[src/hw/rtl/mtns_pkg.sv]
// ----------------------------------------------------------------------------
// MIDI track note segmenter package
// Shared types, constants and result codes for the segmenter block.
// ----------------------------------------------------------------------------
package mtns_pkg;

    // Parse phases of the byte parser.
    typedef enum logic [4:0] {
        PH_HUNT   = 5'd0,
        PH_TAG1   = 5'd1,
        PH_TAG2   = 5'd2,
        PH_TAG3H  = 5'd3,
        PH_TAG3T  = 5'd4,
        PH_HLEN   = 5'd5,
        PH_HFIELD = 5'd6,
        PH_TLEN   = 5'd7,
        PH_CSKIP  = 5'd8,
        PH_DELTA  = 5'd9,
        PH_STATUS = 5'd10,
        PH_DATA1  = 5'd11,
        PH_DATA2  = 5'd12,
        PH_MTYPE  = 5'd13,
        PH_MLEN   = 5'd14,
        PH_MDATA  = 5'd15,
        PH_XLEN   = 5'd16,
        PH_XDATA  = 5'd17
    } phase_t;

    // Controller states.
    typedef enum logic [1:0] {
        CS_IDLE = 2'd0,
        CS_DIV  = 2'd1,
        CS_OUT  = 2'd2
    } ctrl_state_t;

    // Result kinds.
    localparam logic [2:0] KIND_HEADER = 3'd0;
    localparam logic [2:0] KIND_TEMPO  = 3'd1;
    localparam logic [2:0] KIND_REST   = 3'd2;
    localparam logic [2:0] KIND_NOTE   = 3'd3;
    localparam logic [2:0] KIND_TEND   = 3'd4;

    localparam logic [7:0] BYTE_M      = 8'h4D;
    localparam logic [7:0] BYTE_H      = 8'h68;
    localparam logic [7:0] BYTE_R      = 8'h72;
    localparam logic [7:0] BYTE_META   = 8'hFF;
    localparam logic [7:0] BYTE_SYSEX  = 8'hF0;
    localparam logic [7:0] BYTE_ESCAPE = 8'hF7;
    localparam logic [7:0] META_TEMPO  = 8'h51;
    localparam logic [7:0] META_EOT    = 8'h2F;
    localparam logic [7:0] REST_NOTE   = 8'd128;
    localparam logic [25:0] BPM_NUMER  = 26'd60000000;
    localparam int DIV_STEPS           = 26;

    // One result item.
    typedef struct packed {
        logic [2:0]  result_kind;
        logic [15:0] track_number;
        logic [31:0] at_tick;
        logic [7:0]  note_number;
        logic [31:0] duration_ticks;
        logic [25:0] beats_per_minute;
        logic [15:0] midi_format;
        logic [15:0] track_count;
        logic [15:0] ticks_per_quarter;
    } result_t;

    // Commands from the controller to the datapath.
    typedef struct packed {
        logic take_byte;
        logic div_start;
        logic div_step;
        logic load_bpm;
    } dp_cmd_t;

    // Status from the datapath to the controller.
    typedef struct packed {
        logic emit;
        logic tempo;
        logic div_last;
    } dp_stat_t;

endpackage

[src/hw/rtl/mtns_if.sv]
// ----------------------------------------------------------------------------
// Byte stream channel interface
// Valid/ready channel carrying one input file byte and a file start mark.
// ----------------------------------------------------------------------------
interface mtns_in_if;
    logic       valid;
    logic       ready;
    logic [7:0] data_byte;
    logic       file_start;

    modport source (output valid, output data_byte, output file_start, input ready);
    modport sink (input valid, input data_byte, input file_start, output ready);
endinterface

// ----------------------------------------------------------------------------
// Result channel interface
// Valid/ready channel carrying one result item.
// ----------------------------------------------------------------------------
interface mtns_out_if;
    logic        valid;
    logic        ready;
    logic [2:0]  result_kind;
    logic [15:0] track_number;
    logic [31:0] at_tick;
    logic [7:0]  note_number;
    logic [31:0] duration_ticks;
    logic [25:0] beats_per_minute;
    logic [15:0] midi_format;
    logic [15:0] track_count;
    logic [15:0] ticks_per_quarter;

    modport source (output valid, output result_kind, output track_number, output at_tick,
        output note_number, output duration_ticks, output beats_per_minute,
        output midi_format, output track_count, output ticks_per_quarter, input ready);
    modport sink (input valid, input result_kind, input track_number, input at_tick,
        input note_number, input duration_ticks, input beats_per_minute,
        input midi_format, input track_count, input ticks_per_quarter, output ready);
endinterface

// ----------------------------------------------------------------------------
// Configuration write channel interface
// Valid/ready channel carrying the tracked note channel.
// ----------------------------------------------------------------------------
interface mtns_cfg_if;
    logic       valid;
    logic       ready;
    logic [3:0] data;

    modport source (output valid, output data, input ready);
    modport sink (input valid, input data, output ready);
endinterface

[src/hw/rtl/mtns_ctrl.sv]
// ----------------------------------------------------------------------------
// Segmenter controller
// Sequences byte intake, the tempo division and result hand-off.
// ----------------------------------------------------------------------------
module mtns_ctrl (
    input  logic               clk,
    input  logic               rst_n,
    input  logic               in_valid,
    output logic               in_ready,
    input  logic               out_busy,
    input  logic               out_take,
    output logic               out_load,
    output mtns_pkg::dp_cmd_t  cmd,
    input  mtns_pkg::dp_stat_t stat
);

    mtns_pkg::ctrl_state_t state_reg;
    mtns_pkg::ctrl_state_t state_next;

    // State register.
    always_ff @(posedge clk or negedge rst_n)
    begin
        if (!rst_n)
        begin
            state_reg <= mtns_pkg::CS_IDLE;
        end
        else
        begin
            state_reg <= state_next;
        end
    end

    // Next state and commands. A byte is taken only when the output
    // register can hold whatever it may produce.
    always_comb
    begin
        state_next = state_reg;
        cmd        = '0;
        in_ready   = 1'b0;
        out_load   = 1'b0;
        unique case (state_reg)
            mtns_pkg::CS_IDLE:
            begin
                in_ready      = !out_busy || out_take;
                cmd.take_byte = in_valid && in_ready;
                if (cmd.take_byte && stat.emit)
                begin
                    if (stat.tempo)
                    begin
                        cmd.div_start = 1'b1;
                        state_next    = mtns_pkg::CS_DIV;
                    end
                    else
                    begin
                        out_load = 1'b1;
                    end
                end
            end
            mtns_pkg::CS_DIV:
            begin
                cmd.div_step = 1'b1;
                if (stat.div_last)
                begin
                    state_next = mtns_pkg::CS_OUT;
                end
            end
            mtns_pkg::CS_OUT:
            begin
                if (!out_busy || out_take)
                begin
                    cmd.load_bpm = 1'b1;
                    out_load     = 1'b1;
                    state_next   = mtns_pkg::CS_IDLE;
                end
            end
            default:
            begin
                state_next = mtns_pkg::CS_IDLE;
            end
        endcase
    end

endmodule

[src/hw/rtl/mtns_dp.sv]
// ----------------------------------------------------------------------------
// Segmenter datapath
// Parse state, header latches, note tracking and the restoring tempo divider.
// ----------------------------------------------------------------------------
module mtns_dp (
    input  logic               clk,
    input  logic               rst_n,
    input  logic [7:0]         data_byte,
    input  logic               file_start,
    input  logic [3:0]         note_channel,
    input  mtns_pkg::dp_cmd_t  cmd,
    output mtns_pkg::dp_stat_t stat,
    output mtns_pkg::result_t  result
);

    mtns_pkg::phase_t phase_reg, phase_next;
    logic [31:0] shift_reg, shift_next;
    logic [2:0]  fcnt_reg, fcnt_next;
    logic [31:0] tleft_reg, tleft_next;
    logic [31:0] tick_reg, tick_next;
    logic [27:0] dacc_reg, dacc_next;
    logic        rna_reg, rna_next;
    logic [7:0]  held_reg, held_next;
    logic [31:0] chord_reg, chord_next;
    logic [31:0] sil_reg, sil_next;
    logic [7:0]  mtype_reg, mtype_next;
    logic [31:0] mleft_reg, mleft_next;
    logic [15:0] tidx_reg, tidx_next;
    logic [7:0]  rstat_reg, rstat_next;
    logic [7:0]  key_reg, key_next;
    logic [15:0] fmt_reg, fmt_next;
    logic [15:0] trk_reg, trk_next;
    logic [15:0] div_reg, div_next;

    // Divider registers.
    logic [23:0] dvs_reg;
    logic [25:0] quo_reg;
    logic [24:0] rem_reg;
    logic [4:0]  dcnt_reg;
    logic        dzero_reg;

    mtns_pkg::result_t res;
    logic              emit;
    logic              is_tempo;

    // Parse view after an optional file start clear.
    mtns_pkg::phase_t ph;
    logic [31:0] sh, tl, tk, cs, ss, ml;
    logic [27:0] da;
    logic [2:0]  fc;
    logic        ra;
    logic [7:0]  hn, mt, rs, ky;
    logic [15:0] ti, hf, ht, hd;
    logic [27:0] vlq_d, vlq_f;
    logic [2:0]  fc_inc;
    logic        vlq_done;
    logic [7:0]  b7;
    logic [31:0] ml_dec;

    assign b7 = {1'b0, data_byte[6:0]};

    always_comb
    begin
        ph = file_start ? mtns_pkg::PH_HUNT : phase_reg;
        sh = file_start ? '0 : shift_reg;
        fc = file_start ? '0 : fcnt_reg;
        tl = file_start ? '0 : tleft_reg;
        tk = file_start ? '0 : tick_reg;
        da = file_start ? '0 : dacc_reg;
        ra = file_start ? '0 : rna_reg;
        hn = file_start ? '0 : held_reg;
        cs = file_start ? '0 : chord_reg;
        ss = file_start ? '0 : sil_reg;
        mt = file_start ? '0 : mtype_reg;
        ml = file_start ? '0 : mleft_reg;
        ti = file_start ? '0 : tidx_reg;
        rs = file_start ? '0 : rstat_reg;
        ky = file_start ? '0 : key_reg;
        hf = file_start ? '0 : fmt_reg;
        ht = file_start ? '0 : trk_reg;
        hd = file_start ? '0 : div_reg;

        fc_inc   = fc + 3'd1;
        vlq_done = !data_byte[7] || (fc_inc >= 3'd4);
        vlq_d    = {da[20:0], data_byte[6:0]};
        vlq_f    = {sh[20:0], data_byte[6:0]};
        ml_dec   = (ml != 32'd0) ? ml - 32'd1 : ml;
    end

    // Next parse state and the result, if any.
    always_comb
    begin
        phase_next = ph;
        shift_next = sh;  fcnt_next = fc;  tleft_next = tl;
        tick_next = tk;   dacc_next = da;  rna_next = ra;
        held_next = hn;   chord_next = cs; sil_next = ss;
        mtype_next = mt;  mleft_next = ml; tidx_next = ti;
        rstat_next = rs;  key_next = ky;
        fmt_next = hf;    trk_next = ht;   div_next = hd;
        emit = 1'b0;
        is_tempo = 1'b0;
        res = '0;

        if (ph >= mtns_pkg::PH_CSKIP && tl == 32'd0)
        begin
            // Chunk exhausted: close the track unless skipping, and hunt for a tag.
            if (ph != mtns_pkg::PH_CSKIP)
            begin
                emit = 1'b1;
                res.result_kind = mtns_pkg::KIND_TEND;
                res.at_tick = tk;
                tidx_next = ti + 16'd1;
            end
            phase_next = (data_byte == mtns_pkg::BYTE_M) ? mtns_pkg::PH_TAG1
                                                         : mtns_pkg::PH_HUNT;
        end
        else
        begin
            if (ph >= mtns_pkg::PH_CSKIP)
            begin
                tleft_next = tl - 32'd1;
            end
            unique case (ph)
                mtns_pkg::PH_HUNT:
                begin
                    phase_next = (data_byte == mtns_pkg::BYTE_M) ? mtns_pkg::PH_TAG1
                                                                 : mtns_pkg::PH_HUNT;
                end
                mtns_pkg::PH_TAG1:
                begin
                    phase_next = mtns_pkg::PH_TAG2;
                end
                mtns_pkg::PH_TAG2:
                begin
                    if (data_byte == mtns_pkg::BYTE_H)
                        phase_next = mtns_pkg::PH_TAG3H;
                    else if (data_byte == mtns_pkg::BYTE_R)
                        phase_next = mtns_pkg::PH_TAG3T;
                    else if (data_byte == mtns_pkg::BYTE_M)
                        phase_next = mtns_pkg::PH_TAG1;
                    else
                        phase_next = mtns_pkg::PH_HUNT;
                end
                mtns_pkg::PH_TAG3H, mtns_pkg::PH_TAG3T:
                begin
                    phase_next = (ph == mtns_pkg::PH_TAG3H) ? mtns_pkg::PH_HLEN
                                                            : mtns_pkg::PH_TLEN;
                    shift_next = '0;
                    fcnt_next  = '0;
                end
                mtns_pkg::PH_HLEN, mtns_pkg::PH_TLEN:
                begin
                    shift_next = {sh[23:0], data_byte};
                    fcnt_next  = fc_inc;
                    if (fc_inc >= 3'd4)
                    begin
                        tleft_next = {sh[23:0], data_byte};
                        shift_next = '0;
                        fcnt_next  = '0;
                        if (ph == mtns_pkg::PH_HLEN)
                        begin
                            phase_next = mtns_pkg::PH_HFIELD;
                        end
                        else
                        begin
                            tick_next = '0;  dacc_next = '0; held_next = '0;
                            chord_next = '0; sil_next = '0;  rstat_next = '0;
                            rna_next = 1'b0;
                            phase_next = mtns_pkg::PH_DELTA;
                        end
                    end
                end
                mtns_pkg::PH_HFIELD:
                begin
                    if (tl != 32'd0)
                        tleft_next = tl - 32'd1;
                    unique case (fc)
                        3'd0: fmt_next = {data_byte, 8'd0};
                        3'd1: fmt_next = {hf[15:8], hf[7:0] | data_byte};
                        3'd2: trk_next = {data_byte, 8'd0};
                        3'd3: trk_next = {ht[15:8], ht[7:0] | data_byte};
                        3'd4: div_next = {data_byte, 8'd0};
                        default: div_next = {hd[15:8], hd[7:0] | data_byte};
                    endcase
                    fcnt_next = fc_inc;
                    if (fc_inc >= 3'd6)
                    begin
                        fcnt_next  = '0;
                        phase_next = mtns_pkg::PH_CSKIP;
                        emit = 1'b1;
                        res.result_kind = mtns_pkg::KIND_HEADER;
                    end
                end
                mtns_pkg::PH_CSKIP:
                begin
                end
                mtns_pkg::PH_DELTA:
                begin
                    dacc_next = vlq_d;
                    fcnt_next = fc_inc;
                    if (vlq_done)
                    begin
                        fcnt_next  = '0;
                        tick_next  = tk + {4'd0, vlq_d};
                        dacc_next  = '0;
                        phase_next = mtns_pkg::PH_STATUS;
                    end
                end
                mtns_pkg::PH_STATUS, mtns_pkg::PH_DATA1:
                begin
                    if (ph == mtns_pkg::PH_DATA1 ||
                        (data_byte < 8'h80 && rs != 8'd0))
                    begin
                        key_next = b7;
                        phase_next = (rs[7:4] == 4'hC || rs[7:4] == 4'hD)
                                     ? mtns_pkg::PH_DELTA : mtns_pkg::PH_DATA2;
                    end
                    else if (data_byte == mtns_pkg::BYTE_META)
                    begin
                        rstat_next = '0; rna_next = 1'b0;
                        phase_next = mtns_pkg::PH_MTYPE;
                    end
                    else if (data_byte == mtns_pkg::BYTE_SYSEX ||
                             data_byte == mtns_pkg::BYTE_ESCAPE)
                    begin
                        rstat_next = '0; rna_next = 1'b0;
                        shift_next = '0; fcnt_next = '0;
                        phase_next = mtns_pkg::PH_XLEN;
                    end
                    else if (data_byte > mtns_pkg::BYTE_SYSEX)
                    begin
                        rstat_next = '0; rna_next = 1'b0;
                        phase_next = mtns_pkg::PH_DELTA;
                    end
                    else if (data_byte[7])
                    begin
                        rstat_next = data_byte;
                        rna_next   = (data_byte[7:5] == 3'b100) &&
                                     (data_byte[3:0] == note_channel);
                        phase_next = mtns_pkg::PH_DATA1;
                    end
                    else
                    begin
                        phase_next = mtns_pkg::PH_DELTA;
                    end
                end
                mtns_pkg::PH_DATA2:
                begin
                    phase_next = mtns_pkg::PH_DELTA;
                    if (ra)
                    begin
                        if (rs[7:4] == 4'h9 && data_byte[6:0] != 7'd0)
                        begin
                            if (hn == 8'd0)
                            begin
                                emit = 1'b1;
                                res.result_kind    = mtns_pkg::KIND_REST;
                                res.at_tick        = tk;
                                res.note_number    = mtns_pkg::REST_NOTE;
                                res.duration_ticks = tk - ss;
                                chord_next = tk;
                            end
                            if (hn != 8'hFF)
                                held_next = hn + 8'd1;
                        end
                        else if (hn != 8'd0)
                        begin
                            held_next = hn - 8'd1;
                            if (hn == 8'd1)
                            begin
                                emit = 1'b1;
                                res.result_kind    = mtns_pkg::KIND_NOTE;
                                res.at_tick        = tk;
                                res.note_number    = ky;
                                res.duration_ticks = tk - cs;
                                sil_next = tk;
                            end
                        end
                    end
                end
                mtns_pkg::PH_MTYPE:
                begin
                    mtype_next = data_byte;
                    shift_next = '0;
                    fcnt_next  = '0;
                    phase_next = mtns_pkg::PH_MLEN;
                end
                mtns_pkg::PH_MLEN, mtns_pkg::PH_XLEN:
                begin
                    shift_next = {4'd0, vlq_f};
                    fcnt_next  = fc_inc;
                    if (vlq_done)
                    begin
                        fcnt_next  = '0;
                        mleft_next = {4'd0, vlq_f};
                        shift_next = '0;
                        if (ph == mtns_pkg::PH_XLEN)
                        begin
                            phase_next = (vlq_f == 28'd0) ? mtns_pkg::PH_DELTA
                                                          : mtns_pkg::PH_XDATA;
                        end
                        else if (vlq_f != 28'd0)
                        begin
                            phase_next = mtns_pkg::PH_MDATA;
                        end
                        else if (mt == mtns_pkg::META_TEMPO)
                        begin
                            emit = 1'b1; is_tempo = 1'b1;
                            res.result_kind = mtns_pkg::KIND_TEMPO;
                            res.at_tick = tk;
                            phase_next = mtns_pkg::PH_DELTA;
                        end
                        else if (mt == mtns_pkg::META_EOT)
                        begin
                            emit = 1'b1;
                            res.result_kind = mtns_pkg::KIND_TEND;
                            res.at_tick = tk;
                            tidx_next = ti + 16'd1;
                            phase_next = mtns_pkg::PH_CSKIP;
                        end
                        else
                        begin
                            phase_next = mtns_pkg::PH_DELTA;
                        end
                    end
                end
                mtns_pkg::PH_MDATA:
                begin
                    if (mt == mtns_pkg::META_TEMPO && fc < 3'd3)
                    begin
                        shift_next = {sh[23:0], data_byte};
                        fcnt_next  = fc_inc;
                    end
                    mleft_next = ml_dec;
                    if (ml_dec == 32'd0)
                    begin
                        fcnt_next = '0;
                        if (mt == mtns_pkg::META_TEMPO)
                        begin
                            emit = 1'b1; is_tempo = 1'b1;
                            res.result_kind = mtns_pkg::KIND_TEMPO;
                            res.at_tick = tk;
                            phase_next = mtns_pkg::PH_DELTA;
                        end
                        else if (mt == mtns_pkg::META_EOT)
                        begin
                            emit = 1'b1;
                            res.result_kind = mtns_pkg::KIND_TEND;
                            res.at_tick = tk;
                            tidx_next = ti + 16'd1;
                            phase_next = mtns_pkg::PH_CSKIP;
                        end
                        else
                        begin
                            phase_next = mtns_pkg::PH_DELTA;
                        end
                    end
                end
                mtns_pkg::PH_XDATA:
                begin
                    mleft_next = ml_dec;
                    if (ml_dec == 32'd0)
                        phase_next = mtns_pkg::PH_DELTA;
                end
                default:
                begin
                    phase_next = mtns_pkg::PH_HUNT;
                end
            endcase
        end
        res.track_number      = ti;
        res.midi_format       = fmt_next;
        res.track_count       = trk_next;
        res.ticks_per_quarter = div_next;
    end

    assign stat.emit  = emit;
    assign stat.tempo = is_tempo;
    assign stat.div_last = (dcnt_reg == 5'd0);

    // Parse state registers.
    always_ff @(posedge clk or negedge rst_n)
    begin
        if (!rst_n)
        begin
            phase_reg <= mtns_pkg::PH_HUNT;
            shift_reg <= '0; fcnt_reg <= '0; tleft_reg <= '0; tick_reg <= '0;
            dacc_reg <= '0;  rna_reg <= 1'b0; held_reg <= '0; chord_reg <= '0;
            sil_reg <= '0;   mtype_reg <= '0; mleft_reg <= '0; tidx_reg <= '0;
            rstat_reg <= '0; key_reg <= '0;   fmt_reg <= '0;   trk_reg <= '0;
            div_reg <= '0;
        end
        else if (cmd.take_byte)
        begin
            phase_reg <= phase_next;
            shift_reg <= shift_next; fcnt_reg <= fcnt_next; tleft_reg <= tleft_next;
            tick_reg <= tick_next;   dacc_reg <= dacc_next; rna_reg <= rna_next;
            held_reg <= held_next;   chord_reg <= chord_next; sil_reg <= sil_next;
            mtype_reg <= mtype_next; mleft_reg <= mleft_next; tidx_reg <= tidx_next;
            rstat_reg <= rstat_next; key_reg <= key_next; fmt_reg <= fmt_next;
            trk_reg <= trk_next;     div_reg <= div_next;
        end
    end

    // Restoring divider: one quotient bit per cycle of 60000000 / tempo.
    logic [24:0] rem_try;
    logic [25:0] rem_sh;
    logic [4:0]  bit_idx;

    always_comb
    begin
        bit_idx = dcnt_reg;
        rem_sh  = {rem_reg, mtns_pkg::BPM_NUMER[bit_idx]};
        rem_try = rem_sh[24:0] - {1'b0, dvs_reg};
    end

    always_ff @(posedge clk or negedge rst_n)
    begin
        if (!rst_n)
        begin
            dcnt_reg <= '0;
        end
        else if (cmd.div_start)
        begin
            dcnt_reg <= 5'(mtns_pkg::DIV_STEPS - 1);
        end
        else if (cmd.div_step && dcnt_reg != 5'd0)
        begin
            dcnt_reg <= dcnt_reg - 5'd1;
        end
    end

    always_ff @(posedge clk)
    begin
        if (cmd.div_start)
        begin
            dvs_reg   <= shift_next[23:0];
            dzero_reg <= (shift_next[23:0] == 24'd0);
            rem_reg   <= '0;
            quo_reg   <= '0;
        end
        else if (cmd.div_step)
        begin
            if (rem_sh >= {2'b0, dvs_reg})
            begin
                rem_reg <= rem_try;
                quo_reg <= {quo_reg[24:0], 1'b1};
            end
            else
            begin
                rem_reg <= rem_sh[24:0];
                quo_reg <= {quo_reg[24:0], 1'b0};
            end
        end
    end

    // Pending result held across the division.
    mtns_pkg::result_t pend_reg;

    always_ff @(posedge clk)
    begin
        if (cmd.take_byte && emit)
        begin
            pend_reg <= res;
        end
    end

    always_comb
    begin
        if (cmd.load_bpm)
        begin
            result = pend_reg;
            result.beats_per_minute = dzero_reg ? 26'd0 : quo_reg;
        end
        else
        begin
            result = res;
        end
    end

endmodule

[src/hw/rtl/midi_track_note_segmenter_unit.sv]
// ----------------------------------------------------------------------------
// MIDI track note segmenter
// Parses a Standard MIDI File byte stream into header, tempo, rest, note and
// track end results.
// ----------------------------------------------------------------------------
// Usage:
// Bytes enter on in_ch (valid/ready); file_start marks the first byte of a
// file and clears all parse state. Results leave on out_ch, at most one per
// byte, from an output register. The note channel is to be written on cfg_ch
// only while the block is idle; the block itself does not enforce this.
// A result appears on out_ch in the cycle after the byte that causes it is
// taken. A tempo result first runs the restoring divider and then waits in a
// hand-off state until the output register can take it; no byte is accepted.
// Throughput: one byte per cycle, but for the divider and the stall below.
// Reset: all parse state and the note channel clear; no result is pending.
// Stall: while a result waits in the output register, a byte is still taken
// if the register is emptied in the same cycle; otherwise in_ch waits.
// ----------------------------------------------------------------------------
module midi_track_note_segmenter_unit (
    input logic          clk,
    input logic          rst_n,
    mtns_in_if.sink      in_ch,
    mtns_out_if.source   out_ch,
    mtns_cfg_if.sink     cfg_ch
);

    logic [3:0]         chan_reg;
    mtns_pkg::dp_cmd_t  cmd;
    mtns_pkg::dp_stat_t stat;
    mtns_pkg::result_t  result;
    mtns_pkg::result_t  out_reg;
    logic               ov_reg;
    logic               out_load;
    logic               out_take;

    assign cfg_ch.ready = 1'b1;

    // Note channel register.
    always_ff @(posedge clk or negedge rst_n)
    begin
        if (!rst_n)
            chan_reg <= '0;
        else if (cfg_ch.valid)
            chan_reg <= cfg_ch.data;
    end

    assign out_take = ov_reg && out_ch.ready;

    mtns_ctrl u_ctrl (
        .clk      (clk),
        .rst_n    (rst_n),
        .in_valid (in_ch.valid),
        .in_ready (in_ch.ready),
        .out_busy (ov_reg),
        .out_take (out_take),
        .out_load (out_load),
        .cmd      (cmd),
        .stat     (stat)
    );

    mtns_dp u_dp (
        .clk          (clk),
        .rst_n        (rst_n),
        .data_byte    (in_ch.data_byte),
        .file_start   (in_ch.file_start),
        .note_channel (chan_reg),
        .cmd          (cmd),
        .stat         (stat),
        .result       (result)
    );

    // Output register.
    always_ff @(posedge clk or negedge rst_n)
    begin
        if (!rst_n)
            ov_reg <= 1'b0;
        else if (out_load)
            ov_reg <= 1'b1;
        else if (out_take)
            ov_reg <= 1'b0;
    end

    always_ff @(posedge clk)
    begin
        if (out_load)
            out_reg <= result;
    end

    assign out_ch.valid             = ov_reg;
    assign out_ch.result_kind       = out_reg.result_kind;
    assign out_ch.track_number      = out_reg.track_number;
    assign out_ch.at_tick           = out_reg.at_tick;
    assign out_ch.note_number       = out_reg.note_number;
    assign out_ch.duration_ticks    = out_reg.duration_ticks;
    assign out_ch.beats_per_minute  = out_reg.beats_per_minute;
    assign out_ch.midi_format       = out_reg.midi_format;
    assign out_ch.track_count       = out_reg.track_count;
    assign out_ch.ticks_per_quarter = out_reg.ticks_per_quarter;

    // A new result is never loaded over one that is still waiting.
    a_no_overwrite: assert property (@(posedge clk) disable iff (!rst_n)
        out_load |-> (!ov_reg || out_take))
        else $error("result register overwritten");

    // No byte is taken while the divider runs.
    a_div_blocks: assert property (@(posedge clk) disable iff (!rst_n)
        cmd.div_step |-> !in_ch.ready)
        else $error("byte accepted during division");

    // Result kinds stay within their defined codes.
    a_kind_range: assert property (@(posedge clk) disable iff (!rst_n)
        ov_reg |-> (out_reg.result_kind <= mtns_pkg::KIND_TEND))
        else $error("bad result kind");

endmodule
[src/flat_wrapper.sv]
// flat-port wrapper written by rule: the top's interface ports become plain ports
module midi_track_note_segmenter_unit_flat 
  (clk, rst_n, in_ch_valid, in_ch_data_byte, in_ch_file_start, in_ch_ready, out_ch_valid, out_ch_result_kind, out_ch_track_number, out_ch_at_tick, out_ch_note_number, out_ch_duration_ticks, out_ch_beats_per_minute, out_ch_midi_format, out_ch_track_count, out_ch_ticks_per_quarter, out_ch_ready, cfg_ch_valid, cfg_ch_data, cfg_ch_ready);
  mtns_in_if in_ch_i ();
  mtns_out_if out_ch_i ();
  mtns_cfg_if cfg_ch_i ();
  input logic clk;
  input logic rst_n;
  input wire logic [$bits(in_ch_i.valid)-1:0] in_ch_valid;
  input wire logic [$bits(in_ch_i.data_byte)-1:0] in_ch_data_byte;
  input wire logic [$bits(in_ch_i.file_start)-1:0] in_ch_file_start;
  output wire logic [$bits(in_ch_i.ready)-1:0] in_ch_ready;
  output wire logic [$bits(out_ch_i.valid)-1:0] out_ch_valid;
  output wire logic [$bits(out_ch_i.result_kind)-1:0] out_ch_result_kind;
  output wire logic [$bits(out_ch_i.track_number)-1:0] out_ch_track_number;
  output wire logic [$bits(out_ch_i.at_tick)-1:0] out_ch_at_tick;
  output wire logic [$bits(out_ch_i.note_number)-1:0] out_ch_note_number;
  output wire logic [$bits(out_ch_i.duration_ticks)-1:0] out_ch_duration_ticks;
  output wire logic [$bits(out_ch_i.beats_per_minute)-1:0] out_ch_beats_per_minute;
  output wire logic [$bits(out_ch_i.midi_format)-1:0] out_ch_midi_format;
  output wire logic [$bits(out_ch_i.track_count)-1:0] out_ch_track_count;
  output wire logic [$bits(out_ch_i.ticks_per_quarter)-1:0] out_ch_ticks_per_quarter;
  input wire logic [$bits(out_ch_i.ready)-1:0] out_ch_ready;
  input wire logic [$bits(cfg_ch_i.valid)-1:0] cfg_ch_valid;
  input wire logic [$bits(cfg_ch_i.data)-1:0] cfg_ch_data;
  output wire logic [$bits(cfg_ch_i.ready)-1:0] cfg_ch_ready;
  assign in_ch_i.valid = in_ch_valid;
  assign in_ch_i.data_byte = in_ch_data_byte;
  assign in_ch_i.file_start = in_ch_file_start;
  assign in_ch_ready = in_ch_i.ready;
  assign out_ch_valid = out_ch_i.valid;
  assign out_ch_result_kind = out_ch_i.result_kind;
  assign out_ch_track_number = out_ch_i.track_number;
  assign out_ch_at_tick = out_ch_i.at_tick;
  assign out_ch_note_number = out_ch_i.note_number;
  assign out_ch_duration_ticks = out_ch_i.duration_ticks;
  assign out_ch_beats_per_minute = out_ch_i.beats_per_minute;
  assign out_ch_midi_format = out_ch_i.midi_format;
  assign out_ch_track_count = out_ch_i.track_count;
  assign out_ch_ticks_per_quarter = out_ch_i.ticks_per_quarter;
  assign out_ch_i.ready = out_ch_ready;
  assign cfg_ch_i.valid = cfg_ch_valid;
  assign cfg_ch_i.data = cfg_ch_data;
  assign cfg_ch_ready = cfg_ch_i.ready;
  midi_track_note_segmenter_unit u_core (.clk(clk), .rst_n(rst_n), .in_ch(in_ch_i), .out_ch(out_ch_i), .cfg_ch(cfg_ch_i));
endmodule
[config.mk]
export PLATFORM = sky130hd
export DESIGN_NAME = midi_track_note_segmenter_unit_flat
export DESIGN_NICKNAME = d
export VERILOG_FILES = /design/src/hw/rtl/mtns_pkg.sv /design/src/hw/rtl/mtns_if.sv /design/src/hw/rtl/mtns_ctrl.sv /design/src/hw/rtl/mtns_dp.sv /design/src/hw/rtl/midi_track_note_segmenter_unit.sv /design/src/flat_wrapper.sv
export SDC_FILE = /design/constraint.sdc
export NUM_CORES = 2
export LEC_CHECK = 0
export BUFFER_PORTS_ARGS = -buffer_cell sky130_fd_sc_hd__buf_4
export CORE_MARGIN = 2
export CORE_UTILIZATION = 45
export DETAILED_ROUTE_END_ITERATION = 8
export GPL_TIMING_DRIVEN = 0
export PLACE_DENSITY = 0.64
export SYNTH_ARGS = -nofsm -noshare
export SYNTH_HDL_FRONTEND = slang
export SYNTH_SLANG_ARGS = --single-unit
export TNS_END_PERCENT = 1
[constraint.sdc]
create_clock -name clk -period 18.8 [get_ports clk]
set_clock_uncertainty 0.15 [all_clocks]
set_input_delay 3.76 -clock clk [delete_from_list [all_inputs] [get_ports clk]]
set_output_delay 3.76 -clock clk [all_outputs]
set_load 0.02 [all_outputs]
---- Word level (Yosys, flattened, before mapping) ----
Memory sizes are Yosys's and may differ from the RTL's.
Cells that the tools add are included.
cells by class
  reduce and logical (&&, ||, !) cells .... 45
  equal/unequal tests ..................... 43
  magnitude comparators ................... 8
  muxes and demuxes ....................... 219
  bitwise operators ....................... 4
  add/subtract/negate cells ............... 11
operators by type and width
  cell                                                number
  2-to-1 mux 32 bit                                   44
  2-to-1 mux 72 bit                                   5
  one-hot mux 32 bit (2 select lines)                 5
  2-to-1 mux 16 bit                                   18
  2-to-1 mux 8 bit                                    24
  2-to-1 mux 28 bit                                   6
  2-to-1 mux 165 bit                                  1
  one-hot mux 32 bit (5 select lines)                 1
  one-hot mux 16 bit (2 select lines)                 4
  one-hot mux 32 bit (3 select lines)                 1
  2-to-1 mux 5 bit                                    17
  2-to-1 mux 40 bit                                   2
  one-hot mux 5 bit (14 select lines)                 1
  2-to-1 mux 3 bit                                    23
  logical NOT 32 bit                                  2
  nonzero test 32 bit                                 2
  subtractor 32 x 1 -> 32 bit, second input constant  2
  subtractor 32 bit                                   2
  one-hot mux 28 bit (2 select lines)                 1
  2-to-1 mux 1 bit                                    43
  == test 5 x 4 -> 1 bit, second input constant       8
  adder 32 x 28 -> 32 bit                             1
  == test 8 x 7 -> 1 bit, second input constant       4
  one-hot mux 8 bit (2 select lines)                  2
  60 further kinds                                    111
storage, ports and cells
  ROM bits ................................ 32
  memories kept ........................... 1
  register bits after elaboration ......... 717
  logic and storage cells ................. 374
  output and inout port bits .............. 168
memories
  memory            depth  bits a word  read ports  clocked after memory_dff  wr ports  RTL line        RTL
  (name not given)  32     1            1           0                         0         mtns_dp.sv:413  rem_sh = {rem_reg, mtns_pkg::BPM_NUMER[bit_idx]};

---- Logic depth before layout (Yosys ltp) ----
  word-level depth ........................ 13
  gate-level depth with buffers ........... 25

---- Modules after synthesis ----
Synthesis repeated with hierarchy kept, for this count alone.
unflattened totals
  cells, all modules ...................... 4281
  area total of the unflattened synthesis .. 40465.1 sq um
modules (own cells, without submodules)
  module                          times used  sequential area each (sq um)  cells each  area an instance (sq um)
  mtns_dp                         1           13828.3                       4084        35134.9
  midi_track_note_segmenter_unit  1           5079.9                        179         5153.7
  mtns_ctrl                       1           50.0                          18          176.4

---- Least setup slack after synthesis ----
OpenSTA, ideal clock, no wires.
  path type ............................... input -> register
  start point ............................. in in_ch_file_start
  end point ............................... reg u_core.u_dp.pend_reg[0] (netlist name) (enable)
  arrival ................................. 14.972 ns
  slack ................................... 2.994 ns
  cell stages on the path ................. 23
  library setup time ...................... 0.684 ns
  cell sequence ........................... buf_2 inv_1 clkbuf_1 clkbuf_1 buf_2 buf_2 clkbuf_1 buf_1 nand2_1 ha_1 nor4b_2 a21oi_2 o31ai_1 or4_1 a32oi_1 nand4_1 nor4_4 or2_1 buf_4 a21oi_2 buf_6 buf_6 a21oi_1
on the way
  word-level cells in the longest chain between the ends .. 10
RTL lines
  what                                                                                 RTL line            RTL
  start: declaration                                                                   flat_wrapper.sv:11  input wire logic [$bits(in_ch_i.file_start)-1:0] in_ch_file_start;
  parallel branches: the longest is 8 deep, another holds subtractor 32 x 1 -> 32 bit  n/a
  2-to-1 mux 1 bit (*)                                                                 mtns_dp.sv:104      if (ph >= mtns_pkg::PH_CSKIP && tl == 32'd0)
  logical AND 1 bit (*)                                                                mtns_dp.sv:462      if (cmd.take_byte && emit)
  end signal: assignment                                                               mtns_dp.sv:464      pend_reg <= res;
  end: declaration                                                                     mtns_dp.sv:458      mtns_pkg::result_t pend_reg;
Every way passes the cells marked *.
A chain may end at the register's enable or synchronous reset.

---- Worst setup path after layout ----
  start point ............................. in in_ch_file_start
  end point ............................... reg u_core.u_dp.tleft_reg[30]
on the way
  word-level cells in the longest chain between the ends .. 6
RTL lines
  what                                                                    RTL line                        RTL
  2-to-1 mux 32 bit, or another cell as far along                         mtns_dp.sv:67                   tl = file_start ? '0 : tleft_reg;
  subtractor 32 x 1 -> 32 bit, or another cell as far along               mtns_dp.sv:121, mtns_dp.sv:176
  2-to-1 mux 32 bit or greater-or-equal comparator 3 bit (tied branches)  mtns_dp.sv:119, mtns_dp.sv:155
  2-to-1 mux 32 bit, on equally long branches                             mtns_dp.sv:175, mtns_dp.sv:155
  one-hot mux 32 bit (2 select lines)                                     mtns_dp.sv:123                  unique case (ph)
  2-to-1 mux 32 bit (*)                                                   mtns_dp.sv:104
  end signal: assignment                                                  mtns_dp.sv:396                  shift_reg <= shift_next; fcnt_reg <= fcnt_next; tleft_reg <= tleft_next;
  end: declaration                                                        mtns_dp.sv:19                   logic [31:0] tleft_reg, tleft_next;
Mark *: on every way between the ends. The rest lies on a longest branch, timed or not.

==> out/qor.csv <==
stage;metric;value;unit
grt;GRT overflow;0;
power;Clk pwr share;47.6;%
grt;vias in the first global route;35500;
timing;Slew HR;-2.38;%
clock_network;hold buffer count at CTS;0;
timing;post-layout min period;13.53;ns
synthesis;Synth Net Count;4710;
timing;period utilisation layout;72.0;%
power;Leak;0.0190;uW
power;combinational share of power;7.4;%
power;VDD IR max;61.7;uV
synthesis;Area contributors post-synth;edfxtp_1, dfrtp_1, nand2_1;
final_layout;Finished Cell Area;46700;um^2
detailed_routing;detailed-route via count;38000;
grt;initial antenna violation count;4;
timing;Final WS setup;5.27;ns
hold_path;min-delay worst type;flip-flop to flip-flop;
detailed_routing;TritonRoute pass-1 iters;6;
worst_setup_path;CP endpoint;u_core.u_dp.tleft_reg[30];
die;die area;92800;um^2
detailed_routing;top layer in use;met5;
clock_network;Longest Clk Path Bufs;3;
worst_setup_path;critical setup path kind;input port to flip-flop;
power;NetSw;924;uW
worst_setup_path;CP endpoint kind;flip-flop;
status;status;finished, violations left;
clock_network;clock sink total;702;
final_layout;Synth-to-Final Area Change;14.8;%
die;Die Span X;305;um
detailed_routing;DRT antenna net count;0;
grt;total global-route track usage;33.7;%
timing;RSZ-0062 raised after global routing;false;
synthesis;Synth cell types;94;
clock_network;cts repair resizes;0;
worst_setup_path;Register-to-Register Path Depth;18;
power;share of power burned in registers;45.0;%
detailed_routing;drt wl/cell;26.2;um
placed_design;Port Buf Inserts;183;
timing;Final Setup Violations;0;
synthesis;Synth Area per Inst;8.92;um^2
grt;largest net degree at the start of global routing;114;
placed_design;cell area after placement;43800;um^2
final_layout;Filler cells;8435;
timing;final hold vios;0;
synthesis;Seq/Total Area, Yosys;46.6;%
die;Core ar.;89900;um^2
final_layout;most common cell after layout, fill and taps aside;nand2_1;
detailed_routing;met2 wire length;66.9;mm
placed_design;global placement routability congestion;1.01;
timing;Slew Limit Fails;22;
synthesis;Syn Std Cell Area;40700;um^2
clock_network;Worst-Skew Late Latency;0.69;ns
final_layout;max reg flops;139;
synthesis;cell taking the most area after synthesis;edfxtp_1;
worst_setup_path;Crit path arrival time;14.00;ns
grt;first-pass GRT wire length;235;mm
worst_setup_path;reg-to-reg startpoint;u_core.u_dp.mleft_reg[0];
timing;fmax;0.0739;GHz
placed_design;HPWL after DPL;116;mm
status;violated checks;max-capacitance violations, max-slew violations;
detailed_routing;drt via density;6.25;
final_layout;share of cells above drive strength 1;8.99;%
clock_network;clock-pin transition on the worst setup and hold timing paths;0.06;ns
detailed_routing;DR WL met3;16.9;mm
detailed_routing;M1 WL;68.9;mm
power;pwr/cell area;76.9;nW/um^2
synthesis;Synth Flop Type;edfxtp_1;
clock_network;TritonCTS Buffers;82;
final_layout;final core occ;52.0;%
placed_design;DP Worst Slack;5.27;ns
final_layout;area occupied by multi-input gates;20100;um^2
detailed_routing;Detailed Route Iter0 Violations;4687;
detailed_routing;final WL;159;mm
die;IO Pins;186;
synthesis;cells after synthesis;4559;
synthesis;top-area cell type share of the netlist area;24.3;%
die;Initial Util;45.3;%
synthesis;Synth async-reset ratio;45.9;%
clock_network;TritonCTS clock tree;done;
synthesis;Synth Register Bits;702;
clock_network;CTS root buf;clkbuf_16;
worst_setup_path;WP data required;19.27;ns
final_layout;fin nets;4987;
worst_setup_path;critical path startpoint;in_ch_file_start;
worst_setup_path;Critical Path Source Type;input port;
clock_network;Setup Buffers After CTS;0;
power;P_int;2670;uW
die;standard-cell row count;110;
detailed_routing;Post-route DRC;0;
synthesis;Ys Warns;0;
timing;pin slew with the least headroom to its limit;1.54;ns
worst_setup_path;Reg2Reg Setup Slack;12.20;ns
synthesis;EDFF count, synth;329;
final_layout;Register Area;19000;um^2
run;Max Cap Viol;3;
worst_setup_path;critical path fanouts, max;10;
worst_setup_path;Reg-to-Reg End;u_core.u_dp.pend_reg[132];
clock_network;H-tree depth reported by CTS;3;
power;switching share of power;25.7;%
die;Die Span Y;305;um
final_layout;most frequent cells in the layout;nand2_1, nor2_1, edfxtp_1;
cell type report:
cell class	count	area share (%)
clock buffers	102	4.80
inverters	129	1.04
clock inverters	51	1.37
well taps	1176	3.15
repair buffers	193	3.44
multi-input cells	3438	43.1
diodes	5	0.0268
flip-flops and latches	702	40.6
plain buffers	290	2.47
layer usage:
metal,track usage [%],up-vias
met1,49.0,18500
met3,7.59,374
met2,48.4,2088
met5,0,-
met4,13.3,4
li1,-,17000
kinds of logic (layout without fill, tap and decap cells):
logic type	count (synthesis)	in the layout	synth area share (%)
other cells	1	6	0.00922
mux	77	77	1.96
xor+xnor	136	136	2.93
simple gates	1845	1845	20.4
fa+ha+maj	133	133	4.16
buf+inv	419	765	4.03
compound gates	1246	1246	19.9
flops	702	702	46.6
worst min-delay path by stage:
stage | startpoint | slack [ns] | end | cells after the start
CTS | u_core.u_dp.quo_reg[25] | 0.30 | u_core.u_dp.quo_reg[25] | 2
global placement | u_core.u_dp.quo_reg[25] | 0.29 | u_core.u_dp.quo_reg[25] | 2
floorplan | u_core.u_dp.quo_reg[25] | 0.28 | u_core.u_dp.quo_reg[25] | 2
global route | u_core.u_dp.quo_reg[23] | 0.33 | u_core.u_dp.quo_reg[24] | 2
detailed placement | u_core.u_dp.quo_reg[25] | 0.30 | u_core.u_dp.quo_reg[25] | 2
finish | u_core.u_dp.quo_reg[25] | 0.31 | u_core.u_dp.quo_reg[25] | 2
power groups by stage:
| stage | sequential [uW] | combinational (uW) | clock, uW |
|---|---|---|---|
| floorplan | 1640 | 143 | 0 |
| global placement | 1640 | 253 | 0 |
| detailed placement | 1640 | 255 | 0 |
| CTS | 1610 | 256 | 1730 |
| global route | 1620 | 281 | 1790 |
| finish | 1620 | 268 | 1710 |
cell usage after synthesis, types with 30 or more instances:
cell type  instances
a211oi_1          42
a21o_1            60
a21oi_1          272
a22o_1            83
a22oi_1           96
a31oi_1           56
and2_1            47
and3_1            36
buf_1             36
clkbuf_1         222
dfrtp_1          322
dfxtp_1           51
edfxtp_1         329
ha_1             129
inv_1            128
mux2i_1           54
nand2_1          905
nand3_1           98
nor2_1           367
nor2b_1           77
nor3_1           103
nor4_1            43
o21ai_0          318
o22ai_1           40
o31ai_1           60
or3_1             30
xnor2_1           88
xor2_1            48
worst max-delay path, cell delays in order:
cell and delay [ns]:
buf_2 0.20, inv_1 0.10, clkbuf_1 0.40, clkbuf_1 0.51, buf_2 0.50, buf_2 0.48
clkbuf_1 0.68, clkbuf_1 0.80, buf_1 0.84, buf_1 0.54, nand2_1 0.12, ha_1 0.32
o21a_1 0.18, nand2b_1 0.08, clkbuf_1 0.59, nor3_1 0.20, clkbuf_1 0.45, nor2_1 1.07
clkbuf_1 0.75, buf_1 0.98, o21ai_0 0.24, nand2_1 0.12
stage by stage:
step           setup TNS [ns]  std cells  hold WS [ns]  power, uW
6_report                    0       6086         0.307       3590
5_1_grt                     0       6081         0.328       3680
4_1_cts                     0       6081         0.304       3600
3_5_place_dp                0       5928         0.296       1900
3_3_place_gp          -510.85       5918         0.293       1900
2_1_floorplan               0       4559         0.282       1780
Power figures use the tool's default switching activity.
